===== src/hdl/mcu_pkg.sv =====
// Package with operation codes, branch conditions and flag helpers for the ALU unit.
`timescale 1ns / 1ps
package mcu_pkg;
    localparam int WordWidth = 16;
    localparam int CmdWidth  = 5;
    localparam int FlagWidth = 4;
    localparam int CondWidth = 4;

    typedef enum logic [CmdWidth-1:0] {
        CMD_MOV = 5'd0, CMD_CMP = 5'd1, CMD_BIT = 5'd2, CMD_BIC = 5'd3, CMD_BIS = 5'd4,
        CMD_ADD = 5'd5, CMD_SUB = 5'd6, CMD_CLR = 5'd7, CMD_COM = 5'd8, CMD_INC = 5'd9,
        CMD_DEC = 5'd10, CMD_NEG = 5'd11, CMD_ADC = 5'd12, CMD_SBC = 5'd13,
        CMD_TST = 5'd14, CMD_ROR = 5'd15, CMD_ROL = 5'd16, CMD_ASR = 5'd17,
        CMD_ASL = 5'd18, CMD_SWAB = 5'd19, CMD_MUL = 5'd20, CMD_DIV = 5'd21,
        CMD_ASH = 5'd22, CMD_ASHC = 5'd23, CMD_CCLR = 5'd24, CMD_CSET = 5'd25,
        CMD_BR = 5'd26
    } cmd_t;

    typedef enum logic [CondWidth-1:0] {
        BC_AL = 4'd0, BC_EQ = 4'd1, BC_NE = 4'd2, BC_MI = 4'd3, BC_PL = 4'd4,
        BC_CS = 4'd5, BC_CC = 4'd6, BC_VS = 4'd7, BC_VC = 4'd8, BC_GE = 4'd9,
        BC_LT = 4'd10, BC_GT = 4'd11, BC_LE = 4'd12, BC_HI = 4'd13, BC_LOS = 4'd14
    } cond_t;

    localparam logic [15:0] HighByteMask = 16'hff00;
    localparam logic [15:0] LowByteMask  = 16'h00ff;

    function automatic logic branch_test(input logic [3:0] cond, input logic [3:0] f);
        logic n;
        logic z;
        logic v;
        logic c;
        n = f[3];
        z = f[2];
        v = f[1];
        c = f[0];
        case (cond)
            BC_AL:   branch_test = 1'b1;
            BC_EQ:   branch_test = z;
            BC_NE:   branch_test = !z;
            BC_MI:   branch_test = n;
            BC_PL:   branch_test = !n;
            BC_CS:   branch_test = c;
            BC_CC:   branch_test = !c;
            BC_VS:   branch_test = v;
            BC_VC:   branch_test = !v;
            BC_GE:   branch_test = (n == v);
            BC_LT:   branch_test = (n != v);
            BC_GT:   branch_test = !z && (n == v);
            BC_LE:   branch_test = z || (n != v);
            BC_HI:   branch_test = !c && !z;
            BC_LOS:  branch_test = c || z;
            default: branch_test = 1'b0;
        endcase
    endfunction
endpackage


===== src/hdl/minicomputer_alu_condition_codes_unit.sv =====
// Top level of the minicomputer execute unit with N Z V C condition codes.
//
//   channel | dir | handshake            | payload
//   s_axis  | in  | s_tvalid / s_tready  | s_tdata: one operation request
//   m_axis  | out | m_tvalid / m_tready  | m_tdata: one result request
//
// m_tvalid rises after acceptance once the request has gone through its steps: ALU, flag and
// branch requests go straight to the output step, a divide by zero through fix-up first.
// Multiply runs 16 shift-add steps, fix-up, output; divide 32 restoring steps, fix-up, output;
// ash/ashc one shift step per unit of shift count (32 for a count of -32), a final shift-state
// check, fix-up, output. The block takes one request at a time; s_tready is high only while no
// request is in work and the output register is free or being taken. Reset clears the flags to zero and drops m_tvalid.
`timescale 1ns / 1ps
module minicomputer_alu_condition_codes_unit
    import mcu_pkg::*;
(
    input  logic        clk,
    input  logic        rst_n,
    input  logic        s_tvalid,
    output logic        s_tready,
    // s_tdata fields from bit 0: command[4:0], byte_mode[5], source_word[21:6],
    // dest_word[37:22], pair_word[53:38], dest_is_odd[54], dest_is_register[55],
    // flag_mask[59:56], branch_condition[63:60]
    input  logic [63:0] s_tdata,
    output logic        m_tvalid,
    input  logic        m_tready,
    // m_tdata fields from bit 0: result_word[15:0], pair_result[31:16],
    // write_result[32], write_pair[33], new_flags[37:34], branch_taken[38], zero fill
    output logic [39:0] m_tdata
);
    typedef enum logic [2:0] { ST_IDLE, ST_SHIFT, ST_MUL, ST_DIV, ST_FIX, ST_OUT } state_t;

    state_t state_reg;
    logic [3:0]  flags_reg;
    logic [4:0]  cmd_reg;
    logic        odd_reg;
    logic [15:0] s_reg;
    logic [31:0] acc_reg;     // shift value / shifted multiplicand / dividend-quotient
    logic [15:0] mq_reg;      // multiplier or divisor magnitude
    logic [5:0]  cnt_reg;
    logic        left_reg, sc_reg, sv_reg, neg_reg, rneg_reg;
    logic [32:0] prod_reg;
    logic [15:0] res_reg, pres_reg;
    logic        wr_reg, wp_reg, bt_reg, mval_reg;
    logic [3:0]  nf_reg;

    logic [4:0]  i_cmd;
    logic        i_bm, i_odd, i_isreg;
    logic [15:0] i_s, i_d, i_p;
    logic [3:0]  i_mask, i_bc;
    assign i_cmd   = s_tdata[4:0];
    assign i_bm    = s_tdata[5];
    assign i_s     = s_tdata[21:6];
    assign i_d     = s_tdata[37:22];
    assign i_p     = s_tdata[53:38];
    assign i_odd   = s_tdata[54];
    assign i_isreg = s_tdata[55];
    assign i_mask  = s_tdata[59:56];
    assign i_bc    = s_tdata[63:60];

    logic accept;
    assign s_tready = (state_reg == ST_IDLE) && (!mval_reg || m_tready);
    assign accept   = s_tvalid && s_tready;
    assign m_tvalid = mval_reg;
    assign m_tdata  = {1'b0, bt_reg, nf_reg, wp_reg, wr_reg, pres_reg, res_reg};

    // Simple operations, computed combinationally: word and byte ALU group, swab, flag ops, branch.
    logic        byt;
    logic [15:0] m, sb, ds, ss, r, sres;
    logic [16:0] t;
    logic        n, z, v, c, wr, bt, simple;
    always_comb
    begin
        byt = i_bm && (i_cmd <= 5'd18) && (i_cmd != CMD_ADD) && (i_cmd != CMD_SUB);
        m   = byt ? LowByteMask : 16'hffff;
        sb  = byt ? 16'h0080 : 16'h8000;
        ds  = i_d & m;
        ss  = i_s & m;
        n = flags_reg[3];
        z = flags_reg[2];
        v = flags_reg[1];
        c = flags_reg[0];
        r = 16'd0;
        t = 17'd0;
        wr = 1'b0;
        bt = 1'b0;
        sres = i_d;
        simple = 1'b1;
        case (i_cmd)
            CMD_MOV: begin r = ss; v = 1'b0; wr = 1'b1; end
            CMD_CMP:
            begin
                r = (ss - ds) & m;
                v = (|((ss ^ ds) & sb)) && (|((ss ^ r) & sb));
                c = ss < ds;
            end
            CMD_BIT: begin r = ds & ss; v = 1'b0; end
            CMD_BIC: begin r = ds & ~ss & m; v = 1'b0; wr = 1'b1; end
            CMD_BIS: begin r = ds | ss; v = 1'b0; wr = 1'b1; end
            CMD_ADD:
            begin
                t = {1'b0, ds} + {1'b0, ss};
                r = t[15:0];
                v = !(|((ss ^ ds) & sb)) && (|((ss ^ r) & sb));
                c = t[16];
                wr = 1'b1;
            end
            CMD_SUB:
            begin
                r = ds - ss;
                v = (|((ss ^ ds) & sb)) && !(|((ss ^ r) & sb));
                c = ds < ss;
                wr = 1'b1;
            end
            CMD_CLR: begin r = 16'd0; v = 1'b0; c = 1'b0; wr = 1'b1; end
            CMD_COM: begin r = ~ds & m; v = 1'b0; c = 1'b1; wr = 1'b1; end
            CMD_INC: begin r = (ds + 16'd1) & m; v = ds == sb - 16'd1; wr = 1'b1; end
            CMD_DEC: begin r = (ds - 16'd1) & m; v = ds == sb; wr = 1'b1; end
            CMD_NEG:
            begin
                r = (16'd0 - ds) & m;
                v = r == sb;
                c = r != 16'd0;
                wr = 1'b1;
            end
            CMD_ADC:
            begin
                r = (ds + {15'd0, c}) & m;
                v = c && (ds == sb - 16'd1);
                c = c && (ds == m);
                wr = 1'b1;
            end
            CMD_SBC:
            begin
                r = (ds - {15'd0, c}) & m;
                v = c && (ds == sb);
                c = c && (ds == 16'd0);
                wr = 1'b1;
            end
            CMD_TST: begin r = ds; v = 1'b0; c = 1'b0; end
            CMD_ROR:
            begin
                r = (ds >> 1) | (c ? sb : 16'd0);
                c = ds[0];
                wr = 1'b1;
            end
            CMD_ROL:
            begin
                r = ((ds << 1) | {15'd0, c}) & m;
                c = |(ds & sb);
                wr = 1'b1;
            end
            CMD_ASR: begin r = (ds >> 1) | (ds & sb); c = ds[0]; wr = 1'b1; end
            CMD_ASL: begin r = (ds << 1) & m; c = |(ds & sb); wr = 1'b1; end
            CMD_SWAB:
            begin
                sres = {i_d[7:0], i_d[15:8]};
                n = sres[7];
                z = sres[7:0] == 8'd0;
                v = 1'b0;
                c = 1'b0;
                wr = 1'b1;
            end
            CMD_MUL, CMD_DIV, CMD_ASH, CMD_ASHC: simple = 1'b0;
            CMD_CCLR:
            begin
                n = n & ~i_mask[3];
                z = z & ~i_mask[2];
                v = v & ~i_mask[1];
                c = c & ~i_mask[0];
            end
            CMD_CSET:
            begin
                n = n | i_mask[3];
                z = z | i_mask[2];
                v = v | i_mask[1];
                c = c | i_mask[0];
            end
            CMD_BR: bt = branch_test(i_bc, flags_reg);
            default: ;
        endcase
        if (i_cmd <= 5'd18)
        begin
            n = |(r & sb);
            z = (r & m) == 16'd0;
            if (i_cmd >= 5'd15)
                v = n != c;
            if (wr)
            begin
                if ((i_cmd == CMD_MOV) && byt && i_isreg)
                    sres = {{8{r[7]}}, r[7:0]};
                else if (byt)
                    sres = (i_d & HighByteMask) | r;
                else
                    sres = r;
            end
        end
    end

    // Magnitudes for mul and div and the restoring divide step.
    logic [15:0] s_abs, d_abs;
    logic [31:0] dv_in, dv_abs;
    logic [16:0] trial;
    logic [5:0]  shcnt;
    assign s_abs  = i_s[15] ? (16'd0 - i_s) : i_s;
    assign d_abs  = i_d[15] ? (16'd0 - i_d) : i_d;
    assign dv_in  = i_odd ? {i_p, i_d} : {i_d, i_p};
    assign dv_abs = dv_in[31] ? (32'd0 - dv_in) : dv_in;
    assign shcnt  = i_s[5:0];
    // acc holds the remaining dividend bits with quotient bits shifted in; prod_reg[32:16] is the partial remainder.
    assign trial  = {prod_reg[31:16], acc_reg[31]} - {1'b0, mq_reg};

    // Shared shifter step for ash and ashc.
    logic        wide;
    logic [31:0] sh_x;
    logic        sh_top, sh_newtop;
    always_comb
    begin
        wide   = cmd_reg == CMD_ASHC;
        sh_top = wide ? acc_reg[31] : acc_reg[15];
        if (left_reg)
            sh_x = wide ? {acc_reg[30:0], 1'b0} : {16'd0, acc_reg[14:0], 1'b0};
        else
            sh_x = wide ? {acc_reg[31], acc_reg[31:1]} : {16'd0, acc_reg[15], acc_reg[15:1]};
        sh_newtop = wide ? sh_x[31] : sh_x[15];
    end

    // Final values of the multi-cycle operations.
    logic [31:0] pr, q, rm;
    always_comb
    begin
        pr = neg_reg ? (32'd0 - prod_reg[31:0]) : prod_reg[31:0];
        q  = neg_reg ? (32'd0 - {16'd0, acc_reg[15:0]}) : {16'd0, acc_reg[15:0]};
        rm = rneg_reg ? (32'd0 - {16'd0, prod_reg[31:16]}) : {16'd0, prod_reg[31:16]};
    end

    always_ff @(posedge clk or negedge rst_n)
    begin
        if (!rst_n)
        begin
            state_reg <= ST_IDLE;
            flags_reg <= 4'd0;
            mval_reg  <= 1'b0;
        end
        else
        begin
            if (mval_reg && m_tready)
                mval_reg <= 1'b0;
            case (state_reg)
                ST_IDLE:
                begin
                    if (accept)
                    begin
                        cmd_reg <= i_cmd;
                        odd_reg <= i_odd;
                        s_reg <= i_s;
                        wr_reg <= simple && wr;
                        wp_reg <= 1'b0;
                        bt_reg <= simple && bt;
                        res_reg <= simple ? sres : i_d;
                        pres_reg <= i_p;
                        sc_reg <= 1'b0;
                        sv_reg <= 1'b0;
                        if (simple)
                        begin
                            nf_reg <= {n, z, v, c};
                            flags_reg <= {n, z, v, c};
                            state_reg <= ST_OUT;
                        end
                        else if (i_cmd == CMD_MUL)
                        begin
                            acc_reg <= {16'd0, d_abs};
                            mq_reg <= s_abs;
                            prod_reg <= 33'd0;
                            neg_reg <= i_d[15] ^ i_s[15];
                            cnt_reg <= 6'd16;
                            state_reg <= ST_MUL;
                        end
                        else if (i_cmd == CMD_DIV)
                        begin
                            acc_reg <= dv_abs;
                            mq_reg <= s_abs;
                            prod_reg <= 33'd0;
                            neg_reg <= dv_in[31] ^ i_s[15];
                            rneg_reg <= dv_in[31];
                            cnt_reg <= 6'd32;
                            state_reg <= (i_s == 16'd0) ? ST_FIX : ST_DIV;
                        end
                        else
                        begin
                            if (i_cmd == CMD_ASHC)
                                acc_reg <= i_odd ? {i_d, i_d} : {i_d, i_p};
                            else
                                acc_reg <= {16'd0, i_d};
                            left_reg <= !shcnt[5];
                            cnt_reg <= shcnt[5] ? (6'd0 - shcnt) : shcnt;
                            state_reg <= ST_SHIFT;
                        end
                    end
                end
                ST_SHIFT:
                begin
                    if (cnt_reg == 6'd0)
                        state_reg <= ST_FIX;
                    else
                    begin
                        acc_reg <= sh_x;
                        sc_reg <= left_reg ? sh_top : acc_reg[0];
                        if (sh_newtop != sh_top)
                            sv_reg <= 1'b1;
                        cnt_reg <= cnt_reg - 6'd1;
                    end
                end
                ST_MUL:
                begin
                    // Shift-add over the multiplier bits, LSB first.
                    if (mq_reg[0])
                        prod_reg <= prod_reg + {1'b0, acc_reg};
                    acc_reg <= {acc_reg[30:0], 1'b0};
                    mq_reg <= {1'b0, mq_reg[15:1]};
                    cnt_reg <= cnt_reg - 6'd1;
                    if (cnt_reg == 6'd1)
                        state_reg <= ST_FIX;
                end
                ST_DIV:
                begin
                    // Restoring step: partial remainder in prod_reg[32:16].
                    if (!trial[16])
                        prod_reg[32:16] <= trial;
                    else
                        prod_reg[32:16] <= {prod_reg[31:16], acc_reg[31]};
                    acc_reg <= {acc_reg[30:0], !trial[16]};
                    cnt_reg <= cnt_reg - 6'd1;
                    if (cnt_reg == 6'd1)
                        state_reg <= ST_FIX;
                end
                ST_FIX:
                begin
                    state_reg <= ST_OUT;
                    case (cmd_reg)
                        CMD_MUL:
                        begin
                            wr_reg <= 1'b1;
                            nf_reg <= {pr[31], pr == 32'd0, 1'b0,
                                       pr[31:15] != {17{pr[15]}}};
                            flags_reg <= {pr[31], pr == 32'd0, 1'b0,
                                          pr[31:15] != {17{pr[15]}}};
                            if (odd_reg)
                                res_reg <= pr[15:0];
                            else
                            begin
                                res_reg <= pr[31:16];
                                pres_reg <= pr[15:0];
                                wp_reg <= 1'b1;
                            end
                        end
                        CMD_DIV:
                        begin
                            if (s_reg == 16'd0)
                            begin
                                nf_reg <= 4'b0111;
                                flags_reg <= 4'b0111;
                            end
                            else if ((acc_reg[31:16] != 16'd0) ||
                                     (q[15:0] != 16'd0 && q[15] != neg_reg))
                            begin
                                nf_reg <= 4'b0010;
                                flags_reg <= 4'b0010;
                            end
                            else
                            begin
                                nf_reg <= {q[15], q[15:0] == 16'd0, 2'b00};
                                flags_reg <= {q[15], q[15:0] == 16'd0, 2'b00};
                                wr_reg <= 1'b1;
                                wp_reg <= 1'b1;
                                if (odd_reg)
                                begin
                                    pres_reg <= q[15:0];
                                    res_reg <= rm[15:0];
                                end
                                else
                                begin
                                    res_reg <= q[15:0];
                                    pres_reg <= rm[15:0];
                                end
                            end
                        end
                        CMD_ASH:
                        begin
                            wr_reg <= 1'b1;
                            res_reg <= acc_reg[15:0];
                            nf_reg <= {acc_reg[15], acc_reg[15:0] == 16'd0, sv_reg, sc_reg};
                            flags_reg <= {acc_reg[15], acc_reg[15:0] == 16'd0,
                                          sv_reg, sc_reg};
                        end
                        default:
                        begin
                            wr_reg <= 1'b1;
                            nf_reg <= {acc_reg[31], acc_reg == 32'd0, sv_reg, sc_reg};
                            flags_reg <= {acc_reg[31], acc_reg == 32'd0, sv_reg, sc_reg};
                            if (odd_reg)
                                res_reg <= acc_reg[15:0];
                            else
                            begin
                                res_reg <= acc_reg[31:16];
                                pres_reg <= acc_reg[15:0];
                                wp_reg <= 1'b1;
                            end
                        end
                    endcase
                end
                ST_OUT:
                begin
                    mval_reg <= 1'b1;
                    state_reg <= ST_IDLE;
                end
                default: state_reg <= ST_IDLE;
            endcase
        end
    end

`ifndef SYNTHESIS
    // No new request may be taken while one is still in work.
    a_busy_no_accept: assert property (@(posedge clk) disable iff (!rst_n)
        (state_reg != ST_IDLE) |-> !s_tready) else $error("accept while busy");
    // A result is only raised from the output step.
    a_out_from_step: assert property (@(posedge clk) disable iff (!rst_n)
        $rose(m_tvalid) |-> $past(state_reg) == ST_OUT) else $error("stray result");
    // Flags change only after a request finishes its work.
    a_flags_hold: assert property (@(posedge clk) disable iff (!rst_n)
        (state_reg == ST_MUL || state_reg == ST_DIV || state_reg == ST_SHIFT)
        |=> $stable(flags_reg)) else $error("flags changed mid operation");
`endif
endmodule


===== config.mk =====
export PLATFORM = sky130hd
export DESIGN_NAME = minicomputer_alu_condition_codes_unit
export DESIGN_NICKNAME = d
export VERILOG_FILES = /design/src/hdl/mcu_pkg.sv /design/src/hdl/minicomputer_alu_condition_codes_unit.sv
export SDC_FILE = /design/constraint.sdc
export NUM_CORES = 1
export LEC_CHECK = 0
export BUFFER_PORTS_ARGS = -buffer_cell sky130_fd_sc_hd__buf_4
export CORE_MARGIN = 4
export CORE_UTILIZATION = 30
export DETAILED_ROUTE_END_ITERATION = 7
export SLEW_MARGIN = 20
export SYNTH_ARGS = -nofsm -noshare
export SYNTH_HDL_FRONTEND = slang
export SYNTH_SLANG_ARGS = --single-unit

===== constraint.sdc =====
create_clock -name clk -period 12.5 [get_ports clk]
set_input_delay 0 -clock clk [delete_from_list [all_inputs] [get_ports clk]]
set_output_delay 0 -clock clk [all_outputs]
set_load 0.005 [all_outputs]

==> results.toml <==
[outcome]
outcome = "complete, but fails checks"
violations = "DRC"

[die]
coreArea_sq_um = 70500
die_area_sq_um = 76000
dieHeight_um = 276
rows = 97
fp.dieW_um = 276
initial_core_util = 0.305
pin_count = 110

[sta]
rsz0062_at_grt = "false"
timing.final.crit_share = 0.518
hold_violations = 0
min_period_ns = 6.47
holdWs_ns = 0.0757
setup_viol = 0
final.setup.tns_ns = 0
finalClockSkew_ns = 0.0142
slew_violations = 0
fmaxAchievable_mhz = 154
slew_headroom = 0.237
worst_slack_ns = 6.03
worst_slew_pin_slew_ns = 1.14

[synth]
synth-edff-count = 152
ys_seq_area_frac = 0.222
synth_compound_area_frac = 0.298
async_flop_share = 0.0500
syn-cell-area_sq_um = 21500
yosysWarnings = 0
synth_xor_area_frac = 0.0866
syn_area_per_cell_sq_um = 7.55
synth_simple_gate_area_frac = 0.222
netlist_instances = 2847
synthAdderAreaFrac = 0.0848
muxShareOfSynthArea = 0.0295
syn_nets = 3057
synth_top_family_by_area = "compound AO/OA/AOI/OAI gates"
synth_ff_type = "edfxtp_1"
synth-seq-cells = 160
synth_cell_types = 91

[power]
p_sw_frac = 0.447
ir_drop_mv = 0.122
power.leakage_nw = 8.93
clkPwrFrac = 0.208
pwr-share-comb = 0.471
internal-power_mw = 1.47
p_sw_mw = 1.19
power_density_nw_per_um2 = 111
seqPwrFrac = 0.321

[critical_path]
arrival_ns = 6.84
startpoint = "s_tdata[0]"
path_class = "input port to flop"
cp_slowest_cell = "o311ai_1"
crit_top_cell = "buf_4"
path_cells = "dlygate4sd3_1 > buf_4 > and2_1 > o311ai_1 > and2_1 > buf_4 > clkinv_1 > buf_4 > nor2_1 > ha_1 > inv_1 > nor2_1 > o21bai_1 > a21oi_1 > a211oi_1 > mux2_2 > a211o_1 > o31a_1 > o31ai_1 > o21ai_0 > mux2_2"
reg2reg_slack_ns = 7.19
r2r-start = "acc_reg[4]"
r2r-end = "pres_reg[2]"
max_stage_delay_ns = 0.77
worst_setup_path_end_kind = "flop"
worstPathRequired_ns = 12.87
cp-start-kind = "input port"
cp-endpoint = "flags_reg[3]"
path_max_fanout = 36
worstRegToRegCells = 11

[finish]
final_common_cell = "nand2_1"
layout-drive-gt1-share = 0.0923
fin_cells = 3800
layout_common_cells = "nand2_1, o21ai_0, nor2_1, a21oi_1, buf_4"
area_delta_synth_final_pct = 11.9
postLayoutCellArea_sq_um = 24000
nNetsFinal = 3056

[clock_network]
cts_tree = "done"
path_clk_slew_ns = 0.08
clkSinkCount = 160
cts_made_buffers = 17
clockBufferDepth = 2
h-tree-depth = 4
cts_root_buffer = "clkbuf_16"
postCtsSetupRepairBufs = 0
clk_latency_ns = 0.49

[drt]
avgRoutedWirePerCell_um = 25.7
drt_iter0_drc = 3629
vias = 23800
totalWireLength_um = 97700
drc = 1
ant_nets = 0
drt-pass1-iter-count = 8
via_per_inst = 6.26

[grt]
grt_pass1_vias = 21700
grt_pass1_wl_um = 143000
grt_antenna_before_repair = 3
grt_use_total = 0.248
grt_max_degree = 87
overflow = 0

[min_path]
hold_path_class = "input port to flop"

[placed_design]
hpwl_um = 74200
portBuffers = 108
dp_cells = 3731
dpl_cell_area_sq_um = 23100
dp_slack_ns = 6.30
gp_congestion = 0.995

[flow_run]
cap_viol_max_count = 0
-- cell usage after synthesis (24+ instances only) --
library cell | number | share of area
a211oi_1 | 42 | 0.015
a21o_1 | 28 | 0.0098
a21oi_1 | 175 | 0.041
a221oi_1 | 29 | 0.012
a22oi_1 | 44 | 0.015
a31oi_1 | 38 | 0.011
and3_1 | 24 | 0.0070
clkbuf_1 | 183 | 0.032
edfxtp_1 | 152 | 0.21
ha_1 | 136 | 0.079
inv_1 | 100 | 0.017
mux2i_1 | 43 | 0.020
nand2_1 | 297 | 0.052
nand2b_1 | 26 | 0.0076
nand3_1 | 85 | 0.020
nand4_1 | 25 | 0.0073
nor2_1 | 253 | 0.044
nor2b_1 | 30 | 0.0087
nor3_1 | 92 | 0.021
nor4_1 | 35 | 0.010
o211ai_1 | 46 | 0.016
o21ai_0 | 258 | 0.060
o221ai_1 | 31 | 0.013
o22ai_1 | 33 | 0.0096
o31ai_1 | 41 | 0.014
or3_1 | 35 | 0.010
xnor2_1 | 133 | 0.054
xor2_1 | 77 | 0.031
-- cell type report --
class	count	area, sq um
Antenna cell	1	2.50
Clock buffer	19	443
Clock inverter	13	149
Fill cell	7469	46500
Inverter	108	405
Multi-Input combinational cell	2370	15600
Sequential cell	160	4760
Tap cell	940	1180
Timing Repair Buffer	189	1510
-- worst max-delay path: cells and delay by family --
kind / cells / cell delay, ns
AO/OA/AOI/OAI: 8 / 2.60
buffers and inverters: 6 / 2.15
AND/OR/NAND/NOR: 4 / 0.99
multiplexers: 2 / 0.70
adder cells (fa/ha/maj): 1 / 0.36
-- stage by stage --
| step | util | power (mW) |
|---|---|---|
| 3_3_place_gp | 0.327 | 2.07 |
| 6_report | 0.341 | 2.66 |
| 4_1_cts | 0.341 | 2.63 |
| 3_5_place_dp | 0.327 | 2.07 |
| 2_1_floorplan | - | 1.58 |
| 5_1_grt | 0.341 | 2.78 |
-- worst min-delay path by stage --
stage / start / to / slack [ns] / cells past startpoint
floorplan: rst_n / flags_reg[0] / -0.30 / 0
global placement: rst_n / flags_reg[0] / -0.14 / 1
detailed placement: rst_n / flags_reg[0] / -0.14 / 1
CTS: s_tdata[1] / cmd_reg[1] / 0.02 / 1
global route: s_tdata[46] / pres_reg[8] / 0.06 / 3
finish: s_tdata[1] / cmd_reg[1] / 0.08 / 1
-- routing by layer --
metal  GRT usage  vias up  wire length (um)  part of all wire
li1            -    10700                 -                 -
met5           0        -                13           0.00013
met4       0.136        2              6180             0.063
met3      0.0486      309             10100              0.10
met2       0.370     1512             41400              0.42
met1       0.335    11300             40000              0.41
-- power groups by stage --
| stage | Combinational (mW) | Sequential (mW) | Clock [mW] |
|---|---|---|---|
| after CTS | 1.22 | 0.849 | 0.559 |
| after global placement | 1.21 | 0.863 | 0 |
| final | 1.25 | 0.854 | 0.553 |
| after global routing | 1.34 | 0.859 | 0.578 |
| after floorplan | 0.794 | 0.786 | 0 |
| after detailed placement | 1.21 | 0.861 | 0 |
-- repair_timing --
action,in CTS,in global routing
endpoints found under the hold margin,43,0
resized for setup,0,0
hold buffers,36,0
-- cells by family after synthesis --
group	Yosys count
adders and majority gates	142
other	1
AOI/OAI and AO/OA	961
buffers and inverters	317
muxes	59
DFF	160
and+or+nand+nor	996
xor gates and xnor gates	211
Power figures use the tool's default switching activity.
